### src/rtl/core/rvdec_pkg.sv
// Package for the RV32I subset decoder: opcode, funct3 and funct7 codes,
// operation and format enumerations.
// No dependencies; used by the interfaces, the decoder and its checker.
`default_nettype none

package rvdec_pkg;

   // Major opcodes, bits 6..0
   localparam logic [6:0] OPC_REG    = 7'b0110011;
   localparam logic [6:0] OPC_IMM    = 7'b0010011;
   localparam logic [6:0] OPC_LOAD   = 7'b0000011;
   localparam logic [6:0] OPC_STORE  = 7'b0100011;
   localparam logic [6:0] OPC_BRANCH = 7'b1100011;
   localparam logic [6:0] OPC_LUI    = 7'b0110111;
   localparam logic [6:0] OPC_AUIPC  = 7'b0010111;
   localparam logic [6:0] OPC_JAL    = 7'b1101111;
   localparam logic [6:0] OPC_JALR   = 7'b1100111;

   // funct7, bits 31..25
   localparam logic [6:0] F7_ZERO = 7'b0000000;
   localparam logic [6:0] F7_ALT  = 7'b0100000;

   // funct3, bits 14..12, ALU group
   localparam logic [2:0] F3_ADD = 3'b000;
   localparam logic [2:0] F3_SLL = 3'b001;
   localparam logic [2:0] F3_SLT = 3'b010;
   localparam logic [2:0] F3_XOR = 3'b100;
   localparam logic [2:0] F3_SR  = 3'b101;
   localparam logic [2:0] F3_OR  = 3'b110;
   localparam logic [2:0] F3_AND = 3'b111;
   // funct3, memory and branch groups
   localparam logic [2:0] F3_WORD = 3'b010;
   localparam logic [2:0] F3_BEQ  = 3'b000;
   localparam logic [2:0] F3_BNE  = 3'b001;
   localparam logic [2:0] F3_BLT  = 3'b100;
   localparam logic [2:0] F3_BGE  = 3'b101;

   localparam int unsigned WORD_W = 32;
   localparam int unsigned OP_W   = 5;
   localparam int unsigned FMT_W  = 3;
   localparam int unsigned REG_W  = 5;

   typedef enum logic [OP_W-1:0] {
      OP_ADD   = 5'd0,
      OP_SUB   = 5'd1,
      OP_XOR   = 5'd2,
      OP_OR    = 5'd3,
      OP_AND   = 5'd4,
      OP_SLL   = 5'd5,
      OP_SLT   = 5'd6,
      OP_SRL   = 5'd7,
      OP_SRA   = 5'd8,
      OP_SLTI  = 5'd9,
      OP_ADDI  = 5'd10,
      OP_ANDI  = 5'd11,
      OP_XORI  = 5'd12,
      OP_ORI   = 5'd13,
      OP_SLLI  = 5'd14,
      OP_SRLI  = 5'd15,
      OP_SRAI  = 5'd16,
      OP_LW    = 5'd17,
      OP_SW    = 5'd18,
      OP_BEQ   = 5'd19,
      OP_BNE   = 5'd20,
      OP_BLT   = 5'd21,
      OP_BGE   = 5'd22,
      OP_LUI   = 5'd23,
      OP_AUIPC = 5'd24,
      OP_JAL   = 5'd25,
      OP_JALR  = 5'd26
   } op_type;

   typedef enum logic [FMT_W-1:0] {
      FMT_R = 3'd0,
      FMT_I = 3'd1,
      FMT_S = 3'd2,
      FMT_B = 3'd3,
      FMT_U = 3'd4,
      FMT_J = 3'd5
   } fmt_type;

endpackage

`default_nettype wire

### src/rtl/core/rvdec_if.sv
// Valid/ready channel interfaces for the decoder: instruction items in,
// decoded items out. Depends on rvdec_pkg for field widths.
`default_nettype none

interface rvdec_req_if;
   import rvdec_pkg::*;

   logic              valid;
   logic              ready;
   logic [WORD_W-1:0] instr_word;

   modport source (output valid, output instr_word, input ready);
   modport sink   (input valid, input instr_word, output ready);
endinterface

interface rvdec_rsp_if;
   import rvdec_pkg::*;

   logic                     valid;
   logic                     ready;
   logic                     legal;
   logic [OP_W-1:0]          op;
   logic [FMT_W-1:0]         fmt;
   logic [REG_W-1:0]         rd_index;
   logic [REG_W-1:0]         rs1_index;
   logic [REG_W-1:0]         rs2_index;
   logic signed [WORD_W-1:0] immediate;

   modport source (output valid, output legal, output op, output fmt, output rd_index,
                   output rs1_index, output rs2_index, output immediate, input ready);
   modport sink   (input valid, input legal, input op, input fmt, input rd_index,
                   input rs1_index, input rs2_index, input immediate, output ready);
endinterface

`default_nettype wire

### src/rtl/core/rv32i_subset_instruction_decoder.sv
// RV32I subset decoder: input register, field decode, result register.
// An item passes the input register, then the result register. Throughput: one item per
// cycle; the only loop is the valid/ready pair of the two registers, so a full
// pipeline keeps streaming while the result side takes items.
// Reset (synchronous, active high) empties both stages; payload is not reset.
// Depends on rvdec_pkg and the rvdec_req_if / rvdec_rsp_if interfaces.
`default_nettype none

module rv32i_subset_instruction_decoder (
   input  wire         clock,
   input  wire         reset,
   rvdec_req_if.sink   req_ch,
   rvdec_rsp_if.source rsp_ch
);
   import rvdec_pkg::*;

   logic              s1_valid_ff;
   logic [WORD_W-1:0] word_ff;
   logic              out_load;
   logic              in_ready;

   logic [6:0] opcode;
   logic [2:0] f3;
   logic [6:0] f7;
   logic [WORD_W-1:0] imm_i, imm_s, imm_b, imm_j, imm_u, imm_sh;

   logic              legal_in;
   op_type            op_in;
   fmt_type           fmt_in;
   logic [WORD_W-1:0] imm_in;

   logic                     rsp_valid_ff;
   logic                     legal_ff;
   logic [OP_W-1:0]          op_ff;
   logic [FMT_W-1:0]         fmt_ff;
   logic [REG_W-1:0]         rd_ff, rs1_ff, rs2_ff;
   logic signed [WORD_W-1:0] imm_ff;

   // Handshake: result register loads when empty or drained
   assign out_load      = !rsp_valid_ff || rsp_ch.ready;
   assign in_ready      = !s1_valid_ff || out_load;
   assign req_ch.ready  = in_ready;

   // Input register: hold the word until the result register takes it
   always_ff @(posedge clock) begin
      if (reset) begin
         s1_valid_ff <= 1'b0;
      end else if (in_ready) begin
         s1_valid_ff <= req_ch.valid;
      end
      if (in_ready && req_ch.valid) begin
         word_ff <= req_ch.instr_word;
      end
   end

   // Slice fields and assemble every immediate form
   assign opcode = word_ff[6:0];
   assign f3     = word_ff[14:12];
   assign f7     = word_ff[31:25];
   assign imm_i  = {{20{word_ff[31]}}, word_ff[31:20]};
   assign imm_s  = {{20{word_ff[31]}}, word_ff[31:25], word_ff[11:7]};
   assign imm_b  = {{19{word_ff[31]}}, word_ff[31], word_ff[7], word_ff[30:25],
                    word_ff[11:8], 1'b0};
   assign imm_j  = {{11{word_ff[31]}}, word_ff[31], word_ff[19:12], word_ff[20],
                    word_ff[30:21], 1'b0};
   assign imm_u  = {word_ff[31:12], 12'b0};
   assign imm_sh = {{(WORD_W-REG_W){1'b0}}, word_ff[24:20]};

   // Decode; anything unlisted drops to illegal with zeroed op, fmt, immediate
   always_comb begin
      legal_in = 1'b0;
      op_in    = OP_ADD;
      fmt_in   = FMT_R;
      imm_in   = '0;
      unique case (opcode)
         OPC_REG: begin
            if (f7 == F7_ZERO) begin
               legal_in = 1'b1;
               unique case (f3)
                  F3_ADD:  op_in = OP_ADD;
                  F3_SLL:  op_in = OP_SLL;
                  F3_SLT:  op_in = OP_SLT;
                  F3_XOR:  op_in = OP_XOR;
                  F3_SR:   op_in = OP_SRL;
                  F3_OR:   op_in = OP_OR;
                  F3_AND:  op_in = OP_AND;
                  default: legal_in = 1'b0;
               endcase
            end else if (f7 == F7_ALT) begin
               if (f3 == F3_ADD) begin
                  legal_in = 1'b1;
                  op_in    = OP_SUB;
               end else if (f3 == F3_SR) begin
                  legal_in = 1'b1;
                  op_in    = OP_SRA;
               end
            end
         end
         OPC_IMM: begin
            unique case (f3)
               F3_ADD: begin
                  legal_in = 1'b1;
                  op_in    = OP_ADDI;
               end
               F3_SLT: begin
                  legal_in = 1'b1;
                  op_in    = OP_SLTI;
               end
               F3_XOR: begin
                  legal_in = 1'b1;
                  op_in    = OP_XORI;
               end
               F3_OR: begin
                  legal_in = 1'b1;
                  op_in    = OP_ORI;
               end
               F3_AND: begin
                  legal_in = 1'b1;
                  op_in    = OP_ANDI;
               end
               F3_SLL: begin
                  if (f7 == F7_ZERO) begin
                     legal_in = 1'b1;
                     op_in    = OP_SLLI;
                  end
               end
               F3_SR: begin
                  if (f7 == F7_ZERO) begin
                     legal_in = 1'b1;
                     op_in    = OP_SRLI;
                  end else if (f7 == F7_ALT) begin
                     legal_in = 1'b1;
                     op_in    = OP_SRAI;
                  end
               end
               default: legal_in = 1'b0;
            endcase
            fmt_in = FMT_I;
            imm_in = (f3 == F3_SLL || f3 == F3_SR) ? imm_sh : imm_i;
         end
         OPC_LOAD: begin
            legal_in = (f3 == F3_WORD);
            op_in    = OP_LW;
            fmt_in   = FMT_I;
            imm_in   = imm_i;
         end
         OPC_STORE: begin
            legal_in = (f3 == F3_WORD);
            op_in    = OP_SW;
            fmt_in   = FMT_S;
            imm_in   = imm_s;
         end
         OPC_BRANCH: begin
            legal_in = 1'b1;
            fmt_in   = FMT_B;
            imm_in   = imm_b;
            unique case (f3)
               F3_BEQ:  op_in = OP_BEQ;
               F3_BNE:  op_in = OP_BNE;
               F3_BLT:  op_in = OP_BLT;
               F3_BGE:  op_in = OP_BGE;
               default: legal_in = 1'b0;
            endcase
         end
         OPC_LUI: begin
            legal_in = 1'b1;
            op_in    = OP_LUI;
            fmt_in   = FMT_U;
            imm_in   = imm_u;
         end
         OPC_AUIPC: begin
            legal_in = 1'b1;
            op_in    = OP_AUIPC;
            fmt_in   = FMT_U;
            imm_in   = imm_u;
         end
         OPC_JAL: begin
            legal_in = 1'b1;
            op_in    = OP_JAL;
            fmt_in   = FMT_J;
            imm_in   = imm_j;
         end
         // funct3 is don't-care for jalr
         OPC_JALR: begin
            legal_in = 1'b1;
            op_in    = OP_JALR;
            fmt_in   = FMT_I;
            imm_in   = imm_i;
         end
         default: legal_in = 1'b0;
      endcase
      if (!legal_in) begin
         op_in  = OP_ADD;
         fmt_in = FMT_R;
         imm_in = '0;
      end
   end

   // Result register: advance when empty or taken
   always_ff @(posedge clock) begin
      if (reset) begin
         rsp_valid_ff <= 1'b0;
      end else if (out_load) begin
         rsp_valid_ff <= s1_valid_ff;
      end
      if (out_load && s1_valid_ff) begin
         legal_ff <= legal_in;
         op_ff    <= op_in;
         fmt_ff   <= fmt_in;
         rd_ff    <= word_ff[11:7];
         rs1_ff   <= word_ff[19:15];
         rs2_ff   <= word_ff[24:20];
         imm_ff   <= imm_in;
      end
   end

   assign rsp_ch.valid     = rsp_valid_ff;
   assign rsp_ch.legal     = legal_ff;
   assign rsp_ch.op        = op_ff;
   assign rsp_ch.fmt       = fmt_ff;
   assign rsp_ch.rd_index  = rd_ff;
   assign rsp_ch.rs1_index = rs1_ff;
   assign rsp_ch.rs2_index = rs2_ff;
   assign rsp_ch.immediate = imm_ff;

endmodule

`default_nettype wire

### src/flat_wrapper.sv
// flat-port wrapper written by rule: the top's interface ports become plain ports
module rv32i_subset_instruction_decoder_flat import rvdec_pkg::*;
  (clock, reset, req_ch_valid, req_ch_instr_word, req_ch_ready, rsp_ch_valid, rsp_ch_legal, rsp_ch_op, rsp_ch_fmt, rsp_ch_rd_index, rsp_ch_rs1_index, rsp_ch_rs2_index, rsp_ch_immediate, rsp_ch_ready);
  rvdec_req_if req_ch_i ();
  rvdec_rsp_if rsp_ch_i ();
  input  wire clock;
  input  wire reset;
  input wire logic [$bits(req_ch_i.valid)-1:0] req_ch_valid;
  input wire logic [$bits(req_ch_i.instr_word)-1:0] req_ch_instr_word;
  output wire logic [$bits(req_ch_i.ready)-1:0] req_ch_ready;
  output wire logic [$bits(rsp_ch_i.valid)-1:0] rsp_ch_valid;
  output wire logic [$bits(rsp_ch_i.legal)-1:0] rsp_ch_legal;
  output wire logic [$bits(rsp_ch_i.op)-1:0] rsp_ch_op;
  output wire logic [$bits(rsp_ch_i.fmt)-1:0] rsp_ch_fmt;
  output wire logic [$bits(rsp_ch_i.rd_index)-1:0] rsp_ch_rd_index;
  output wire logic [$bits(rsp_ch_i.rs1_index)-1:0] rsp_ch_rs1_index;
  output wire logic [$bits(rsp_ch_i.rs2_index)-1:0] rsp_ch_rs2_index;
  output wire logic [$bits(rsp_ch_i.immediate)-1:0] rsp_ch_immediate;
  input wire logic [$bits(rsp_ch_i.ready)-1:0] rsp_ch_ready;
  assign req_ch_i.valid = req_ch_valid;
  assign req_ch_i.instr_word = req_ch_instr_word;
  assign req_ch_ready = req_ch_i.ready;
  assign rsp_ch_valid = rsp_ch_i.valid;
  assign rsp_ch_legal = rsp_ch_i.legal;
  assign rsp_ch_op = rsp_ch_i.op;
  assign rsp_ch_fmt = rsp_ch_i.fmt;
  assign rsp_ch_rd_index = rsp_ch_i.rd_index;
  assign rsp_ch_rs1_index = rsp_ch_i.rs1_index;
  assign rsp_ch_rs2_index = rsp_ch_i.rs2_index;
  assign rsp_ch_immediate = rsp_ch_i.immediate;
  assign rsp_ch_i.ready = rsp_ch_ready;
  rv32i_subset_instruction_decoder u_core (.clock(clock), .reset(reset), .req_ch(req_ch_i), .rsp_ch(rsp_ch_i));
endmodule
### config.mk
export PLATFORM = sky130hd
export DESIGN_NAME = rv32i_subset_instruction_decoder_flat
export DESIGN_NICKNAME = d
export VERILOG_FILES = /design/src/rtl/core/rvdec_pkg.sv /design/src/rtl/core/rvdec_if.sv /design/src/rtl/core/rv32i_subset_instruction_decoder.sv /design/src/flat_wrapper.sv
export SDC_FILE = /design/constraint.sdc
export NUM_CORES = 1
export LEC_CHECK = 0
export ABC_AREA = 0
export BUFFER_PORTS_ARGS = -buffer_cell sky130_fd_sc_hd__buf_2
export CAP_MARGIN = 20
export CORE_ASPECT_RATIO = 1.25
export CORE_MARGIN = 2
export CORE_UTILIZATION = 45
export CTS_CLUSTER_DIAMETER = 40
export CTS_CLUSTER_SIZE = 14
export DETAILED_ROUTE_END_ITERATION = 10
export GPL_TIMING_DRIVEN = 0
export PLACE_DENSITY = 0.68
export SYNTH_ARGS = -nofsm -noshare
export SYNTH_HDL_FRONTEND = slang
export SYNTH_SLANG_ARGS = --single-unit
### constraint.sdc
create_clock -name clock -period 6.61 [get_ports clock]
set_input_delay 1.322 -clock clock [delete_from_list [all_inputs] [get_ports clock]]
set_output_delay 1.322 -clock clock [all_outputs]
set_load 0.02 [all_outputs]
==> impl_summary.txt <==
----------------------------------------------------
[Worst setup path]
  Register-to-Register Setup Slack ... 4.12 ns
  R2R depth ... 6
  Data required time at the worst endpoint ... 5.29 ns
  Endpoint of the worst setup timing path ... req_ch_ready
  R2R Path Start ... u_core.word_ff[25]$_DFFE_PP_
  Startpoint type of the worst setup path ... input pin
  CP endpoint kind ... output port
  FF-to-FF End ... u_core.rsp_ch.immediate[31]$_SDFFCE_PN0P_
  Critical-path maximum fanout ... 4
  Critical path arrival ... 2.01 ns
  Beginning of the critical path ... rsp_ch_ready
  Type of the worst setup path ... input pin to output port

[Clocking]
  Later-pin clock latency in the skew report ... 0.35 ns
  Clock tree root buffer cell ... sky130_fd_sc_hd__clkbuf_8
  Post-CTS Hold Fix Bufs ... 0
  Number of levels in the clock H-tree ... 3
  Number of clock sinks ... 90
  Post-CTS Setup Bufs ... 0
  CTS tree ... yes
  Number of buffers on the longest clock path ... 2
  Clock-pin slew on the worst setup and hold paths ... 0.08 ns
  CTS resizes ... 0
  Number of CTS-inserted buffers ... 9

[Power and ir drop]
  Standby leakage power ... 1.63 nW
  Switching share of power ... 23.6%
  Sequential group share of total power ... 59.2%
  Net switching power of the design ... 0.267 mW
  Total power per unit cell area ... 244 mW/mm^2
  Logic pwr share ... 9.2%
  Clock group share of total power ... 31.6%
  Max rail drop VDD ... 0.0000955 V
  Cell internal pwr ... 0.867 mW

[Drt]
  Total DRC errors in the routed layout ... 0
  Initial DRT Pass Iterations ... 4
  Detail-routed net length per standard cell ... 16.7 um
  Overall via count from detail_route ... 2800
  Detailed Route WL ... 8570 um
  DR iter-0 viols ... 170
  Mean number of vias per cell ... 5.47
  Antenna Nets Post-Route ... 0

[Placement]
  HPWL after DPL ... 6120 um
  Cell area after placement ... 0.00446 sq mm
  Port-buffer cells ... 93
  Cell total after placement ... 496
  GP Congestion ... 0.889

[STA]
  Setup TNS Final ... 0 ns
  Period minus WS final ... 3.33 ns
  Count of final hold-check violations ... 0
  RSZ-0062 raised after global routing ... no
  Slew Limit Fails ... 0
  Max_slew headroom ... 49.1%
  Fmax achieved ... 300 MHz
  Final clock period utilization by the worst path ... 50.4%
  Smallest hold slack ... 0.454 ns
  Final setup fails ... 0
  Final clock skew ... 0.0115 ns
  Transition time of the tightest slew-check pin ... 0.763 ns

[Final layout]
  Non-filler cells in the finished layout ... 512
  Share of final-layout standard cells stronger than drive strength 1 ... 28.0%
  Layout overhead on the synthesized area ... 21.7%
  Design Area, Final ... 0.00465 sq mm
  Count of nets after finishing ... 446
  Number of antenna diodes ... 0
  Fillers ... 714

[Global routing]
  Met2 track utilization from global routing ... 31.3%
  Met1 routing resource usage after global routing ... 25.4%
  Global-route wire length before repair ... 13400 um
  Maximum number of pins on one net before global-route repair ... 33
  Total track usage ... 19.2%
  Grt met3 use ... 4.16%
  Highest-utilization routing layer at the global route stage ... met2
  Via count of the first global-routing pass ... 2622
  Overflow after GRT ... 0
  Antenna violations before repair ... 0

[Floorplan]
  Rows ... 37
  Die area ... 0.00925 sq mm
  I/O pin cnt ... 94
  Initial Utilization ... 46.4%
  Vertical extent of the die ... 107 um
  Die W ... 86.4 um
  Floorplan core area ... 0.00824 sq mm

[Synth]
  Number of different library cells in the post-synthesis netlist ... 44
  Synthesis warning total ... 0
  Main synth FF type ... sky130_fd_sc_hd__edfxtp_1
  Area contributors post-synth ... sky130_fd_sc_hd__edfxtp_1 69%, sky130_fd_sc_hd__a21oi_1 4.3%, sky130_fd_sc_hd__nand2_1 4.0%
  Number of synthesized register bits ... 90
  Number of instances in the synthesized netlist ... 304
  Syn_nets ... 340
  Share of flip-flops with an asynchronous set or reset after synthesis ... 0%
  Top-count cell post-synth ... sky130_fd_sc_hd__edfxtp_1
  Synthesized area divided by synthesized cell count ... 12.6 sq um
  Number of flops mapped to enable cells by yosys ... 88
  Syn Std Cell Area ... 0.00382 sq mm
  Top cell types by occurrence after synthesis ... 88 x sky130_fd_sc_hd__edfxtp_1, 41 x sky130_fd_sc_hd__nand2_1, 33 x sky130_fd_sc_hd__a21oi_1
  Area share of the largest cell type after synthesis ... 69.2%
  Cell accounting for the most synthesized area ... sky130_fd_sc_hd__edfxtp_1
  Proportion of synthesized chip area in sequential cells ... 70.2%

[Outcome]
  Result of the run ... finished, final reports clean

[Job]
  Max cap viols ... 0

[Min path]
  Hold Crit Class ... flop to flop

----------------------------------------------------
## metrics by stage
stage	worst slack, ns	util, %	power [mW]
2_1_floorplan	2.24	-	0.745
3_3_place_gp	1.30	53.5	0.786
3_5_place_dp	3.28	54.2	0.789
4_1_cts	3.28	56.4	1.14
5_1_grt	3.22	56.4	1.17
6_report	3.28	56.4	1.13
## critical path, stage by stage
cell,delay (ns)
sky130_fd_sc_hd__buf_2,0.10
sky130_fd_sc_hd__nor2b_1,0.31
sky130_fd_sc_hd__nand2_1,0.11
sky130_fd_sc_hd__buf_2,0.17
## worst min path at each step
| stage | start | end | slack [ns] | depth (start not counted) |
|---|---|---|---|---|
| floorplan | u_core.word_ff[15]$_DFFE_PP_ | u_core.rsp_ch.rs1_index[0]$_DFFE_PP_ | 0.43 | 0 |
| global placement | u_core.word_ff[9]$_DFFE_PP_ | u_core.rsp_ch.rd_index[2]$_DFFE_PP_ | 0.43 | 0 |
| detailed placement | u_core.word_ff[19]$_DFFE_PP_ | u_core.rsp_ch.rs1_index[4]$_DFFE_PP_ | 0.43 | 0 |
| CTS | u_core.word_ff[19]$_DFFE_PP_ | u_core.rsp_ch.rs1_index[4]$_DFFE_PP_ | 0.45 | 0 |
| global route | u_core.word_ff[18]$_DFFE_PP_ | u_core.rsp_ch.rs1_index[3]$_DFFE_PP_ | 0.47 | 0 |
| finish | u_core.word_ff[19]$_DFFE_PP_ | u_core.rsp_ch.rs1_index[4]$_DFFE_PP_ | 0.45 | 0 |
## layer usage
| metal | vias to the layer above | wire length, um | part of all wire [%] |
|---|---|---|---|
| met1 | 1359 | 3680 | 43 |
| met3 | 12 | 433 | 5.1 |
| met2 | 88 | 4320 | 50 |
| li1 | 1341 | - | - |
| met5 | - | 0 | 0 |
| met4 | 0 | 139 | 1.6 |
## placed cells by master (no fill, tap or decap), types with 6 or more instances in the layout
cell type	synthesis	routed
sky130_fd_sc_hd__clkbuf_8	0	9
sky130_fd_sc_hd__a22oi_1	6	6
sky130_fd_sc_hd__nor3_1	6	6
sky130_fd_sc_hd__edfxtp_1	88	88
sky130_fd_sc_hd__nand3_1	8	8
sky130_fd_sc_hd__nand2_1	41	41
sky130_fd_sc_hd__clkbuf_1	11	13
sky130_fd_sc_hd__o21ai_0	9	9
sky130_fd_sc_hd__nor2_1	29	29
sky130_fd_sc_hd__a21oi_1	33	33
sky130_fd_sc_hd__nor2b_1	9	8
sky130_fd_sc_hd__buf_2	2	95
## cell families after synthesis
logic type / Yosys count / synth area share (%)
buffers and inverters: 23 / 2.82
and+or+nand+nor: 125 / 16.4
DFF: 90 / 70.2
xor gates and xnor gates: 2 / 0.458
AOI/OAI and AO/OA: 64 / 10.2
## state kept, by name, indices dropped and copies added (netlist names)
register / flops
u_core.rsp_ch.legal: 1
u_core.rsp_ch.rs2_index: 5
u_core.rsp_ch.fmt: 3
u_core.rsp_ch.valid: 1
u_core.rsp_ch.immediate: 32
u_core.rsp_ch.op: 5
u_core.rsp_ch.rd_index: 5
u_core.s1_valid_ff: 1
u_core.rsp_ch.rs1_index: 5
u_core.word_ff: 32
## power groups by stage
| stage | sequential, mW | combinational [mW] | clock (mW) |
|---|---|---|---|
| floorplan | 0.706 | 0.0389 | 0 |
| global placement | 0.686 | 0.0994 | 0 |
| detailed placement | 0.685 | 0.105 | 0 |
| CTS | 0.672 | 0.105 | 0.367 |
| global route | 0.675 | 0.113 | 0.386 |
| finish | 0.672 | 0.104 | 0.358 |
## cell type report
cell class / count / area [sq um] / area share (%)
Tap cell: 97 / 121 / 2.61
Multi-Input combinational cell: 191 / 1040 / 22.3
Timing Repair Buffer: 95 / 513 / 11.0
Buffer: 20 / 96.3 / 2.07
Inverter: 3 / 11.3 / 0.242
Clock inverter: 5 / 55.1 / 1.18
Clock buffer: 11 / 131 / 2.83
Sequential cell: 90 / 2680 / 57.7
Power figures use the tool's default switching activity.
